<file path="src/sv/mcsp_pkg.sv">
`default_nettype none

package mcsp_pkg;

	localparam int MAX_STATES = 16;
	localparam int MAX_LENGTH = 64;

	localparam int ST_W    = $clog2(MAX_STATES);
	localparam int SC_W    = ST_W + 1;
	localparam int TIME_W  = 6;
	localparam int CFG_W   = 5;
	localparam int IN_C_W  = 24;
	localparam int COST_W  = 32;
	localparam int WIDE_W  = COST_W + 2;
	localparam int BP_W    = ST_W + 1;
	localparam int BP_DEPTH = MAX_LENGTH * MAX_STATES;
	localparam int BP_AW   = $clog2(BP_DEPTH);

	localparam logic [CFG_W-1:0] STATE_COUNT_RST = CFG_W'(MAX_STATES);

	localparam logic signed [COST_W-1:0] COST_MAX = {1'b0, {(COST_W-1){1'b1}}};
	localparam logic signed [COST_W-1:0] COST_MIN = {1'b1, {(COST_W-1){1'b0}}};
	localparam logic signed [COST_W-1:0] NO_PRED_PENALTY = 32'sd1000000000;

	// back pointer with the top bit set marks "no predecessor"
	localparam logic [BP_W-1:0] BP_NONE = {1'b1, {ST_W{1'b0}}};

	// item kinds
	localparam logic [1:0] KIND_OPEN   = 2'd0;
	localparam logic [1:0] KIND_PRED   = 2'd1;
	localparam logic [1:0] KIND_CLOSE  = 2'd2;
	localparam logic [1:0] KIND_FINISH = 2'd3;

	typedef struct packed {
		logic open_en;
		logic pred_en;
		logic close_en;
		logic srch_init;
		logic srch_step;
		logic bp_rd;
		logic bp_step;
	} cmd_t;

	typedef struct packed {
		logic [1:0] kind;
		logic       srch_done;
		logic       at_zero;
	} status_t;

	// saturate a widened sum back to the cost range
	function automatic logic signed [COST_W-1:0] sat_cost(input logic signed [WIDE_W-1:0] s);
		logic signed [WIDE_W-1:0] hi;
		logic signed [WIDE_W-1:0] lo;
		hi = WIDE_W'(COST_MAX);
		lo = WIDE_W'(COST_MIN);
		if (s > hi)
			return COST_MAX;
		else if (s < lo)
			return COST_MIN;
		else
			return s[COST_W-1:0];
	endfunction

endpackage

`default_nettype wire

</file>
<file path="src/sv/mcsp_ctrl.sv">
`default_nettype none

module mcsp_ctrl (
	input  wire logic             clk,
	input  wire logic             arst_n,
	input  wire logic             item_valid,
	output logic                  item_ready,
	output logic                  result_valid,
	input  wire logic             result_ready,
	input  wire mcsp_pkg::status_t sts,
	output mcsp_pkg::cmd_t        cmd
);

	localparam logic [2:0] S_IDLE   = 3'd0;
	localparam logic [2:0] S_SEARCH = 3'd1;
	localparam logic [2:0] S_EMIT   = 3'd2;
	localparam logic [2:0] S_READ   = 3'd3;
	localparam logic [2:0] S_STEP   = 3'd4;

	logic [2:0] state_q;
	logic [2:0] state_d;

	assign item_ready   = (state_q == S_IDLE);
	assign result_valid = (state_q == S_EMIT);

	always_comb begin
		state_d = state_q;
		cmd     = '0;
		unique case (state_q)
			S_IDLE: begin
				if (item_valid) begin
					unique case (sts.kind)
						mcsp_pkg::KIND_OPEN:  cmd.open_en  = 1'b1;
						mcsp_pkg::KIND_PRED:  cmd.pred_en  = 1'b1;
						mcsp_pkg::KIND_CLOSE: cmd.close_en = 1'b1;
						mcsp_pkg::KIND_FINISH: begin
							cmd.srch_init = 1'b1;
							state_d       = S_SEARCH;
						end
						default: ;
					endcase
				end
			end
			S_SEARCH: begin
				if (sts.srch_done)
					state_d = S_EMIT;
				else
					cmd.srch_step = 1'b1;
			end
			S_EMIT: begin
				if (result_ready)
					state_d = sts.at_zero ? S_IDLE : S_READ;
			end
			S_READ: begin
				cmd.bp_rd = 1'b1;
				state_d   = S_STEP;
			end
			S_STEP: begin
				cmd.bp_step = 1'b1;
				state_d     = S_EMIT;
			end
			default: state_d = S_IDLE;
		endcase
	end

	always_ff @(posedge clk or negedge arst_n) begin
		if (!arst_n)
			state_q <= S_IDLE;
		else
			state_q <= state_d;
	end

endmodule

`default_nettype wire

</file>
<file path="config.mk">
export PLATFORM = sky130hd
export DESIGN_NAME = mcsp_ctrl
export DESIGN_NICKNAME = d
export VERILOG_FILES = /design/src/sv/mcsp_pkg.sv /design/src/sv/mcsp_ctrl.sv
export SDC_FILE = /design/constraint.sdc
export NUM_CORES = 1
export LEC_CHECK = 0
export BUFFER_PORTS_ARGS = -buffer_cell sky130_fd_sc_hd__buf_2
export CAP_MARGIN = 20
export CORE_AREA = 2 2 39 41
export CTS_BUF_LIST = sky130_fd_sc_hd__clkbuf_8 sky130_fd_sc_hd__clkbuf_16
export DETAILED_ROUTE_END_ITERATION = 8
export DIE_AREA = 0 0 41 43
export MAX_ROUTING_LAYER = met4
export PLACE_DENSITY = 0.5
export SYNTH_ARGS = -nofsm -noshare
export SYNTH_HDL_FRONTEND = slang
export SYNTH_SLANG_ARGS = --single-unit
</file>
<file path="constraint.sdc">
create_clock -name clk -period 1.94 [get_ports clk]
set_clock_uncertainty 0.15 [all_clocks]
set_input_delay 0.097 -clock clk [delete_from_list [all_inputs] [get_ports clk]]
set_output_delay 0.097 -clock clk [all_outputs]
set_load 0.05 [all_outputs]
</file>
; ---- After elaboration in Yosys (flattened, before gate mapping)
; Index checks and enable logic that the tools add are counted.
[word_totals]
word_cells = 31
out_inout_bits = 9
register_bits = 3
in_bits = 8
[classes]
n_mux = 16
eq_ne = 11
n_reduce_logical = 3
[op_table]
columns = operator, n
row1 = 3-bit one-hot mux with 5 select lines, 1
row2 = 3-bit 2-to-1 mux, 4
row3 = 1-bit 2-to-1 mux, 8
row4 = 4-bit 2-to-1 mux, 2
row5 = "3-bit by 2-bit == test with 1-bit output, second input constant", 2
row6 = "2-bit == test, second input constant", 2
row7 = "2-bit by 1-bit != test with 1-bit output, second input constant", 2
row8 = "2-bit != test, second input constant", 2
row9 = 4-bit AND reduction, 1
row10 = "3-bit by 1-bit == test with 1-bit output, second input constant", 1
row11 = "3-bit == test, second input constant", 1
row12 = 3-bit logical NOT, 1
row13 = "2-bit by 1-bit == test with 1-bit output, second input constant", 1
row14 = 2-bit logical NOT, 1
row15 = 2-bit 2-to-1 mux, 1

; ---- Depth between registers and ports, before layout
; Gate-level depths: netlist of the first run.
[depth]
depth_word = 4
depth_mapped = 4
ltp_nobuf = 4

; ---- Worst setup path before layout of the first run
; No wires, ideal clock.
[synth_path]
path_type = register to register
from = reg state_q[1]
to = reg state_q[0]
required_ns = 1.720
setup_ns = 0.070
stages_incl_launch_ff = 3
setup_slack_ns = -0.790
arrival_ns = 2.510
period_less_slack_ns = 2.730
path_buffers = 0
path_cell_list = dfrtp_1 > nor4b_1 > o32a_2
[synth_via]
elab_chain_cells = 3
elab_cells_between_ends = 11
classes_between = eq/ne: 8 / mux: 1 / reduce/logical: 2
[synth_rtl]
columns = item, line
row1 = "start, declared", mcsp_ctrl.sv:20  ; logic [2:0] state_q;
row2 = "start signal, assigned", mcsp_ctrl.sv:70  ; state_q <= state_d;
row3 = "3-bit by 1-bit == test with 1-bit output, or another cell as far along", mcsp_ctrl.sv:29  ; unique case (state_q)
row4 = 2-bit != test (no line) or 2-bit by 1-bit != test with 1-bit output (tied branches), -
row5 = 4-bit AND reduction (no line), -
; Several ways; a longest one is shown, not always the timed one.
; A chain may end at the register's enable or synchronous reset.

==> out/results.ini, run 1 <==
[run_status]
status = complete, no violations

[logic_synthesis]
synth_area_per_cell_sq_um = 9.629
yosysTopAreaCellShare = 0.3390
yosysTopAreaCell = dfrtp_1
syn_area_sq_um = 221.5
synth-main-ff-cell = dfrtp_1
ys_ff_latch = 3
synth_commonest_cells = dfrtp_1 (3), nand2_1 (3), nor3b_1 (3)
netlist-cell-type-count = 15
ys_seq_area_frac = 0.3390
syn-num-nets = 31
synth-warning-count = 0
syn-instance-count = 23
postSynth.asyncResetShare = 1.000
ys_top_cells_by_area = dfrtp_1 (34%), nor3b_1 (10%), and3b_2 (9.0%)
synth_edf_count = 0

[detailed_routing]
ant_nets = 0
wire_per_inst_um = 10.44
avgViaCountPerCell = 4.219
drt_wl_total_um = 668
drt_iter0_drc = 6
drc = 0
vias = 270
drt-pass1-iter-count = 3

[grt]
grt_pass1_vias = 233
grt_antenna_before_repair = 0
gr-total-overflow = 0
grt_pass1_wl_um = 1021
grtUsageTotal = 0.09804
grt_max_degree = 9

[timing]
period_minus_slack_ns = 1.869
slew_violations = 0
finalWorstSetupSlack_ns = 0.07101
rsz0062_at_grt = false
relSlewSlack = 0.8059
fin_setup_tns_ns = 0
fmax_mhz = 535.0
setup_viol = 0
worstMarginPinSlew_ns = 0.2904
layout_worst_path_cycle_share = 0.9634
hold_violations = 0

[die]
die_area_sq_um = 1763
fp.dieH_um = 43
num_rows = 14
die_w_um = 41
coreArea_sq_um = 1384
start_util = 0.1600
pin_count = 17

[placed_design]
dpl_cell_area_sq_um = 365.4
port_buffers = 16
dp_slack_ns = 0.2852
gp_congestion = 0.6632

[worst_setup_path]
crit_type = flop to primary output
endpoint_kind = primary output
arrival_ns = 1.62
crit_chain = or4b_4, nor3b_2, buf_2
worstSetupStartpointType = flop
max_stage_delay_ns = 0.59
worstPathMaxFanout = 4
path_delay_family = simple AND/OR/NAND/NOR gates
cp.required_ns = 1.69
slowest_stage = or4b_4
crit_buf_inv = 1

[cells_and_area]
diodes = 0
fin_area_sq_um = 432.9
nFillCells = 154
nets = 57
post-route-util = 0.3128
largest_reg_flops = 3
syn_to_final_growth_pct = 95.48
max_flop_register = state_q
multi_input_area_sq_um = 163.9
top_regs = state_q (3)
drive_gt1_frac = 0.6667
seqCellArea_sq_um = 75.07

[worst_hold_path]
min_path_type = input port to flop

[cts]
clk_pin_slew_ns = 0.03
h-tree-depth = 1
cts_sinks = 3
cts_tree = built
cts.path.max_buffers = 2
numCtsBuffers = 3
post_cts_buffers = 0
clock_latency_ns = 0.22
cts_root_buf = clkbuf_8

[pwr]
leakagePower_nw = 0.2260
power.density_nw_per_um2 = 1526
peakVddDrop_mv = 0.6113
power.total_mw = 0.6606

[flow_run]
cap_violations = 0

## what timing repair did
item                       CTS  global route
setup endpoints to repair    0             1
hold buffers                 2             0
hold endpoints to repair     4             0
gates resized for setup      0             2
## power breakdown
part / internal, mW / switching, mW / total (mW)
Combinational: 0.129 / 0.260 / 0.389
Sequential: 0.0836 / 0.0113 / 0.0949
Clock: 0.135 / 0.0416 / 0.176
## layout by cell type (no fill, tap or decap), types with 2 or more instances in the layout
master	instances
nand2_1	3
inv_1	2
and3b_2	2
clkbuf_8	3
buf_2	15
buf_4	4
nor3b_2	2
dlygate4sd3_1	2
dfrtp_1	3
## stage by stage
| stage | instances | hold WS [ns] |
|---|---|---|
| after global placement | 58 | -0.2527 |
| after CTS | 64 | 0.04314 |
| after global routing | 64 | 0.05172 |
| final | 64 | 0.04409 |
| after detailed placement | 58 | -0.2530 |
| after floorplan | 23 | -0.3486 |
## area by class of cell
| type | instances | area share |
|---|---|---|
| multi-input combinational | 19 | 0.3786 |
| inverter | 1 | 0.008671 |
| tap | 16 | 0.04624 |
| sequential | 3 | 0.1734 |
| timing repair buffer | 21 | 0.2890 |
| clock inverter | 1 | 0.008671 |
| clock buffer | 3 | 0.09538 |
## cells by family (layout without fill, tap and decap cells)
| logic type | Yosys count | in the layout | share of synthesized area |
|---|---|---|---|
| buffers and inverters | 1 | 26 | 0.01693 |
| flip-flops | 3 | 3 | 0.3390 |
| AO/OA/AOI/OAI | 2 | 2 | 0.07342 |
| AND/OR/NAND/NOR | 16 | 16 | 0.5254 |
| multiplexers | 1 | 1 | 0.04520 |
## worst register-to-register path, cell delays in order, from the launching register on
cell and delay (ns):
dfrtp_1 0.37, buf_4 0.16, or3b_2 0.50, o32a_2 0.22
## layer usage
layer	wire, um	up-vias	GRT usage
met5	0	-	-
met4	0	0	0.04000
met3	69	0	0.09424
met2	265	15	0.1094
met1	333	119	0.1169
li1	-	136	-
## worst paths after layout
path	slack [ns]	endpoint	from	cells after the start
setup / recovery	0.07	cmd[4]	state_q[1]$_DFFE_PN0P_	3
hold / removal	0.04	state_q[1]$_DFFE_PN0P_	sts[0]	4
setup reg to reg	0.42	state_q[0]$_DFFE_PN0P_	state_q[0]$_DFFE_PN0P_	3
hold reg to reg	0.48	state_q[1]$_DFFE_PN0P_	state_q[1]$_DFFE_PN0P_	2
max in group asynchronous	1.46	state_q[1]$_DFFE_PN0P_	arst_n	2
min in group asynchronous	0.07	state_q[2]$_DFFE_PN0P_	arst_n	2
No activity file was read; power rests on OpenSTA's default activity.
==> run 2, diff against run 1 <==
--- a/config.mk
+++ b/config.mk
@@ -5,7 +5,7 @@
 export SDC_FILE = /design/constraint.sdc
 export NUM_CORES = 1
 export LEC_CHECK = 0
-export BUFFER_PORTS_ARGS = -buffer_cell sky130_fd_sc_hd__buf_2
+export BUFFER_PORTS_ARGS = -buffer_cell sky130_fd_sc_hd__clkbuf_2
 export CAP_MARGIN = 20
 export CORE_AREA = 2 2 39 41
 export CTS_BUF_LIST = sky130_fd_sc_hd__clkbuf_8 sky130_fd_sc_hd__clkbuf_16
==> out/results.ini, run 2 (synthesis results as in run 1) <==
[detailed_routing]
avgViaCountPerCell = 4.094  ; was 4.219
vias = 262  ; was 270
wire_per_inst_um = 9.859  ; was 10.44 um
ant_nets = 0  ; unchanged
drc = 0  ; unchanged
drt_wl_total_um = 631  ; was 668 um
drt_iter0_drc = 4  ; was 6
drt-pass1-iter-count = 3  ; unchanged

[timing]
fmax_mhz = 538.3  ; was 535.0 MHz
layout_worst_path_cycle_share = 0.9575  ; was 0.9634
period_minus_slack_ns = 1.858  ; was 1.869 ns
slew_violations = 0  ; unchanged
worstMarginPinSlew_ns = 0.2785  ; was 0.2904 ns
rsz0062_at_grt = false  ; unchanged
setup_viol = 0  ; unchanged
fin_setup_tns_ns = 0  ; unchanged
hold_violations = 0  ; unchanged
finalWorstSetupSlack_ns = 0.08241  ; was 0.07101 ns
relSlewSlack = 0.8139  ; was 0.8059

[cells_and_area]
syn_to_final_growth_pct = 95.48  ; unchanged
layout_common_cells = clkbuf_2 (14), nand2_1 (3), clkbuf_8 (3), buf_4 (3), dfrtp_1 (3)  ; was buf_2 (15), buf_4 (4), nand2_1 (3), clkbuf_8 (3), dfrtp_1 (3)
diodes = 0  ; unchanged
top_regs = state_q (3)  ; unchanged
nFillCells = 149  ; was 154
nets = 57  ; unchanged
layout_commonest_cell = clkbuf_2  ; was buf_2
largest_reg_flops = 3  ; unchanged
max_flop_register = state_q  ; unchanged
drive_gt1_frac = 0.6667  ; unchanged

[worst_setup_path]
crit_type = flop to primary output  ; unchanged
endpoint_kind = primary output  ; unchanged
crit_buf_inv = 1  ; unchanged
cp-endpoint = cmd[5]  ; was cmd[4]
worstPathMaxFanout = 4  ; unchanged
slowest_stage = or4b_4  ; unchanged
r2r_cells = 3  ; unchanged
timing.reg2reg.setup_slack_ns = 0.42  ; about the same
critical_path_cell_count = 3  ; unchanged
cp.required_ns = 1.69  ; about the same
path_delay_family = simple AND/OR/NAND/NOR gates  ; unchanged
arrival_ns = 1.61  ; was 1.62 ns
rr_startpoint = state_q[0]$_DFFE_PN0P_  ; unchanged
rr_endpoint = state_q[0]$_DFFE_PN0P_  ; unchanged
cp-startpoint = state_q[1]$_DFFE_PN0P_  ; unchanged
crit_chain = or4b_4, nor3b_2, clkbuf_4  ; was or4b_4, nor3b_2, buf_2
worstSetupStartpointType = flop  ; unchanged
max_stage_delay_ns = 0.59  ; about the same

[pwr]
power.total_mw = 0.6585  ; was 0.6606 mW
leakagePower_nw = 0.2229  ; was 0.2260 nW
power.density_nw_per_um2 = 1521  ; was 1526 nW/um^2
peakVddDrop_mv = 0.5583  ; was 0.6113 mV

[grt]
grt_pass1_vias = 255  ; was 233
grt_antenna_before_repair = 0  ; unchanged
gr-total-overflow = 0  ; unchanged
grt_pass1_wl_um = 1048  ; was 1021 um
grtUsageTotal = 0.09568  ; was 0.09804
grt_max_degree = 9  ; unchanged

[die]
pin_count = 17  ; unchanged
die_area_sq_um = 1763  ; unchanged
start_util = 0.1600  ; unchanged
coreArea_sq_um = 1384  ; unchanged
die_w_um = 41  ; unchanged
num_rows = 14  ; unchanged
fp.dieH_um = 43  ; unchanged

[cts]
cts_root_buf = clkbuf_8  ; unchanged
clock_latency_ns = 0.21  ; was 0.22 ns
h-tree-depth = 1  ; unchanged
cts.path.max_buffers = 2  ; unchanged
cts_sinks = 3  ; unchanged
cts_tree = built  ; unchanged
numCtsBuffers = 3  ; unchanged
clk_pin_slew_ns = 0.03  ; about the same
post_cts_buffers = 0  ; unchanged

[placed_design]
gp_congestion = 0.6560  ; was 0.6632
port_buffers = 16  ; unchanged
dp_hpwl_um = 485.1
dp_slack_ns = 0.2650  ; was 0.2852 ns

[worst_hold_path]
min_path_type = input port to flop  ; unchanged

[run_status]
status = complete, no violations  ; unchanged

[flow_run]
cap_violations = 0  ; unchanged

[run 2: changes by cell type in the layout (fill, tap and decap cells not counted), sizes merged]
cell	before	now
clkbuf	3	18
buf	19	4
[run 2: report_power, final]
group / internal [mW] / leakage, nW / switching (mW)
Sequential: 0.0836 / 0.0400 / 0.0111
Clock: 0.134 / 0.0269 / 0.0387
Combinational: 0.128 / 0.156 / 0.263
Total: 0.346 / 0.223 / 0.313
[run 2: worst min-delay path by stage]
stage / startpoint / endpoint / slack, ns / cells after the start
after detailed placement: arst_n / state_q[2]$_DFFE_PN0P_ / -0.25 / 1
after global routing: sts[0] / state_q[1]$_DFFE_PN0P_ / 0.07 / 4
after global placement: arst_n / state_q[2]$_DFFE_PN0P_ / -0.25 / 1
final: sts[0] / state_q[1]$_DFFE_PN0P_ / 0.02 / 4
after CTS: sts[0] / state_q[1]$_DFFE_PN0P_ / 0.02 / 4
after floorplan: arst_n / state_q[0]$_DFFE_PN0P_ / -0.35 / 0
[run 2: metrics by stage]
step	cells	hold WS [ns]	util	instance area [sq um]
after floorplan	23	-0.3486	-	242.7
after detailed placement	58	-0.2487	0.2640	365.4
after CTS	64	0.01878	0.3110	430.4
after global routing	64	0.06768	0.3128	432.9
final	64	0.02205	0.3128	432.9
after global placement	58	-0.2509	0.2640	365.4
[run 2: worst min-delay path, cell delays in order]
cell	delay, ns
clkbuf_2	0.09
nand2_1	0.05
nand2_1	0.04
o21ai_0	0.06
[run 2: layer usage]
metal	global-route usage	vias to the layer above	part of all wire
met5	-	-	0
met4	0.06000	0	0
met3	0.06283	0	0.11
met2	0.1094	15	0.37
met1	0.1190	111	0.52
li1	-	136	-
[run 2: layout make-up]
cell class / count / area (sq um) / area share
clock buffer: 3 / 41.29 / 0.09538
multi-input combinational: 19 / 163.9 / 0.3786
sequential: 3 / 75.07 / 0.1734
clock inverter: 1 / 3.754 / 0.008671
tap: 16 / 20.02 / 0.04624
inverter: 1 / 3.754 / 0.008671
timing repair buffer: 21 / 125.1 / 0.2890
[run 2: timing repair]
item / in CTS / in global routing
setup endpoints to repair: 0 / 2
hold endpoints to repair: 4 / 0
resized for setup: 0 / 3
hold buffers: 2 / 0
==> run 3, diff against run 2 <==
--- a/config.mk
+++ b/config.mk
@@ -6,7 +6,7 @@
 export NUM_CORES = 1
 export LEC_CHECK = 0
 export BUFFER_PORTS_ARGS = -buffer_cell sky130_fd_sc_hd__clkbuf_2
-export CAP_MARGIN = 20
+export CAP_MARGIN = 30
 export CORE_AREA = 2 2 39 41
 export CTS_BUF_LIST = sky130_fd_sc_hd__clkbuf_8 sky130_fd_sc_hd__clkbuf_16
 export DETAILED_ROUTE_END_ITERATION = 8
==> constraint.sdc (replaced) <==
create_clock -name clk -period 2.4 [get_ports clk]
set_clock_uncertainty 0.15 [all_clocks]
set_input_delay 0.12 -clock clk [delete_from_list [all_inputs] [get_ports clk]]
set_output_delay 0.12 -clock clk [all_outputs]
set_load 0.05 [all_outputs]
==> out/results.ini, run 3 (synthesis results as in run 1) <==
[timing]
worstMarginPinSlew_ns = 0.2784  ; was 0.2785 ns
layout_worst_path_cycle_share = 0.8374
relSlewSlack = 0.8152  ; was 0.8139
fin_setup_tns_ns = 0  ; unchanged
hold_violations = 0  ; unchanged
fmax_mhz = 497.6
slew_violations = 0  ; unchanged
period_minus_slack_ns = 2.010
rsz0062_at_grt = false  ; unchanged
setup_viol = 0  ; unchanged

[detailed_routing]
wire_per_inst_um = 9.267  ; was 9.859 um
drt-pass1-iter-count = 2  ; was 3
drt_iter0_drc = 1  ; was 4
avgViaCountPerCell = 4.200  ; was 4.094
drc = 0  ; unchanged
drt_wl_total_um = 556  ; was 631 um
vias = 252  ; was 262
ant_nets = 0  ; unchanged

[worst_setup_path]
worstSetupStartpointType = flop  ; unchanged
cp.required_ns = 2.13  ; was 1.69 ns
endpoint_kind = primary output  ; unchanged
arrival_ns = 1.74  ; was 1.61 ns
crit_type = flop to primary output  ; unchanged
r2r_cells = 3  ; unchanged
worstPathMaxFanout = 8  ; was 4

[cts]
clk_pin_slew_ns = 0.03  ; about the same
numCtsBuffers = 3  ; unchanged
h-tree-depth = 1  ; unchanged
clock_latency_ns = 0.21  ; about the same
cts.path.max_buffers = 2  ; unchanged
cts_tree = built  ; unchanged
post_cts_buffers = 0  ; unchanged
cts_sinks = 3  ; unchanged
cts_root_buf = clkbuf_8  ; unchanged

[grt]
grt_pass1_wl_um = 731  ; was 1048 um
met3_usage = 0.03141  ; was 0.06283
grt_max_degree = 10  ; was 9
grt_pass1_vias = 217  ; was 255
grtUsageTotal = 0.06914  ; was 0.09568
grt_antenna_before_repair = 0  ; unchanged
gr-usage-met2 = 0.09063  ; was 0.1094
globalRouteMet1Util = 0.06494  ; was 0.1190
gr-total-overflow = 0  ; unchanged
top_usage_layer = met2  ; was met1

[cells_and_area]
largest_reg_flops = 3  ; unchanged
layout_common_cells = clkbuf_2 (16), nand2_1 (3), clkbuf_8 (3), dfrtp_1 (3)  ; was clkbuf_2 (14), nand2_1 (3), clkbuf_8 (3), buf_4 (3), dfrtp_1 (3)
fin_area_sq_um = 392.9  ; was 432.9 sq um
nets = 53  ; was 57
max_flop_register = state_q  ; unchanged
layout_commonest_cell = clkbuf_2  ; unchanged
drive_gt1_frac = 0.6364  ; was 0.6667
nFillCells = 159  ; was 149
top_regs = state_q (3)  ; unchanged
syn_to_final_growth_pct = 77.40  ; was 95.48%
diodes = 0  ; unchanged

[worst_hold_path]
min_delay_path_depth = 2  ; was 4
min_path_type = input port to flop  ; unchanged

[die]
die_w_um = 41  ; unchanged
pin_count = 17  ; unchanged
start_util = 0.1600  ; unchanged
coreArea_sq_um = 1384  ; unchanged
fp.dieH_um = 43  ; unchanged
die_area_sq_um = 1763  ; unchanged
num_rows = 14  ; unchanged

[run_status]
status = complete, no violations  ; unchanged

[pwr]
power.density_nw_per_um2 = 1272  ; was 1521 nW/um^2
leakagePower_nw = 0.2007  ; was 0.2229 nW
peakVddDrop_mv = 0.3690  ; was 0.5583 mV

[flow_run]
cap_violations = 0  ; unchanged

[placed_design]
port_buffers = 16  ; unchanged
gp_congestion = 0.5915  ; was 0.6560
dpl_cell_area_sq_um = 337.8  ; was 365.4 sq um
dp_hpwl_um = 446.6  ; was 485.1 um

## run 3: final cells by class
| type | instances | area [sq um] | area share |
|---|---|---|---|
| clock buffer | 3 | 41.29 | 0.1051 |
| clock inverter | 1 | 3.754 | 0.009554 |
| inverter | 1 | 3.754 | 0.009554 |
| multi-input combinational | 19 | 158.9 | 0.4045 |
| sequential | 3 | 75.07 | 0.1911 |
| tap | 16 | 20.02 | 0.05096 |
| timing repair buffer | 17 | 90.09 | 0.2293 |
## run 3: per-stage QoR
| stage | worst slack [ns] | power [mW] | hold WS (ns) | utilization | instances |
|---|---|---|---|---|---|
| floorplan | 0.04795 | 0.3039 | -0.3256 | - | 23 |
| global placement | 0.6217 | 0.3605 | -0.2303 | 0.2441 | 55 |
| detailed placement | 0.6075 | 0.3618 | -0.2314 | 0.2441 | 55 |
| CTS | 0.3804 | 0.5090 | 0.003766 | 0.2839 | 60 |
| global route | 0.3271 | 0.5304 | 0.01942 | 0.2839 | 60 |
| finish | 0.3902 | 0.4998 | 0.01004 | 0.2839 | 60 |
## run 3: report_power, final
| group | internal, mW | switching, mW |
|---|---|---|
| clock network | 0.109 | 0.0315 |
| registers | 0.0675 | 0.0308 |
| logic | 0.0806 | 0.181 |
| total | 0.257 | 0.243 |
## run 3: metal layers
metal | part of all wire | vias to the layer above
met5 | 0 | -
met4 | 0.018 | 0
met3 | 0.12 | 2
met2 | 0.40 | 15
met1 | 0.46 | 106
li1 | - | 129
## run 3: path summary, 6_finish.rpt
kind,from,end,slack [ns]
worst max register to register,state_q[1]$_DFFE_PN0P_,state_q[0]$_DFFE_PN0P_,0.84
worst max-delay path,state_q[1]$_DFFE_PN0P_,cmd[5],0.39
worst min-delay path,result_ready,state_q[0]$_DFFE_PN0P_,0.01
worst min register to register,state_q[1]$_DFFE_PN0P_,state_q[1]$_DFFE_PN0P_,0.50
min in group asynchronous,arst_n,state_q[0]$_DFFE_PN0P_,0.08
max in group asynchronous,arst_n,state_q[2]$_DFFE_PN0P_,1.91
## run 3: what timing repair did
action	in CTS	in global routing
endpoints found under the hold margin	3	0
resized for setup	0	0
hold buffers	1	0
## run 3: critical path, cell delays in order, from the launching register on
cell      delay (ns)
dfrtp_1         0.44
or4b_4          0.61
nor3b_2         0.19
clkbuf_2        0.29
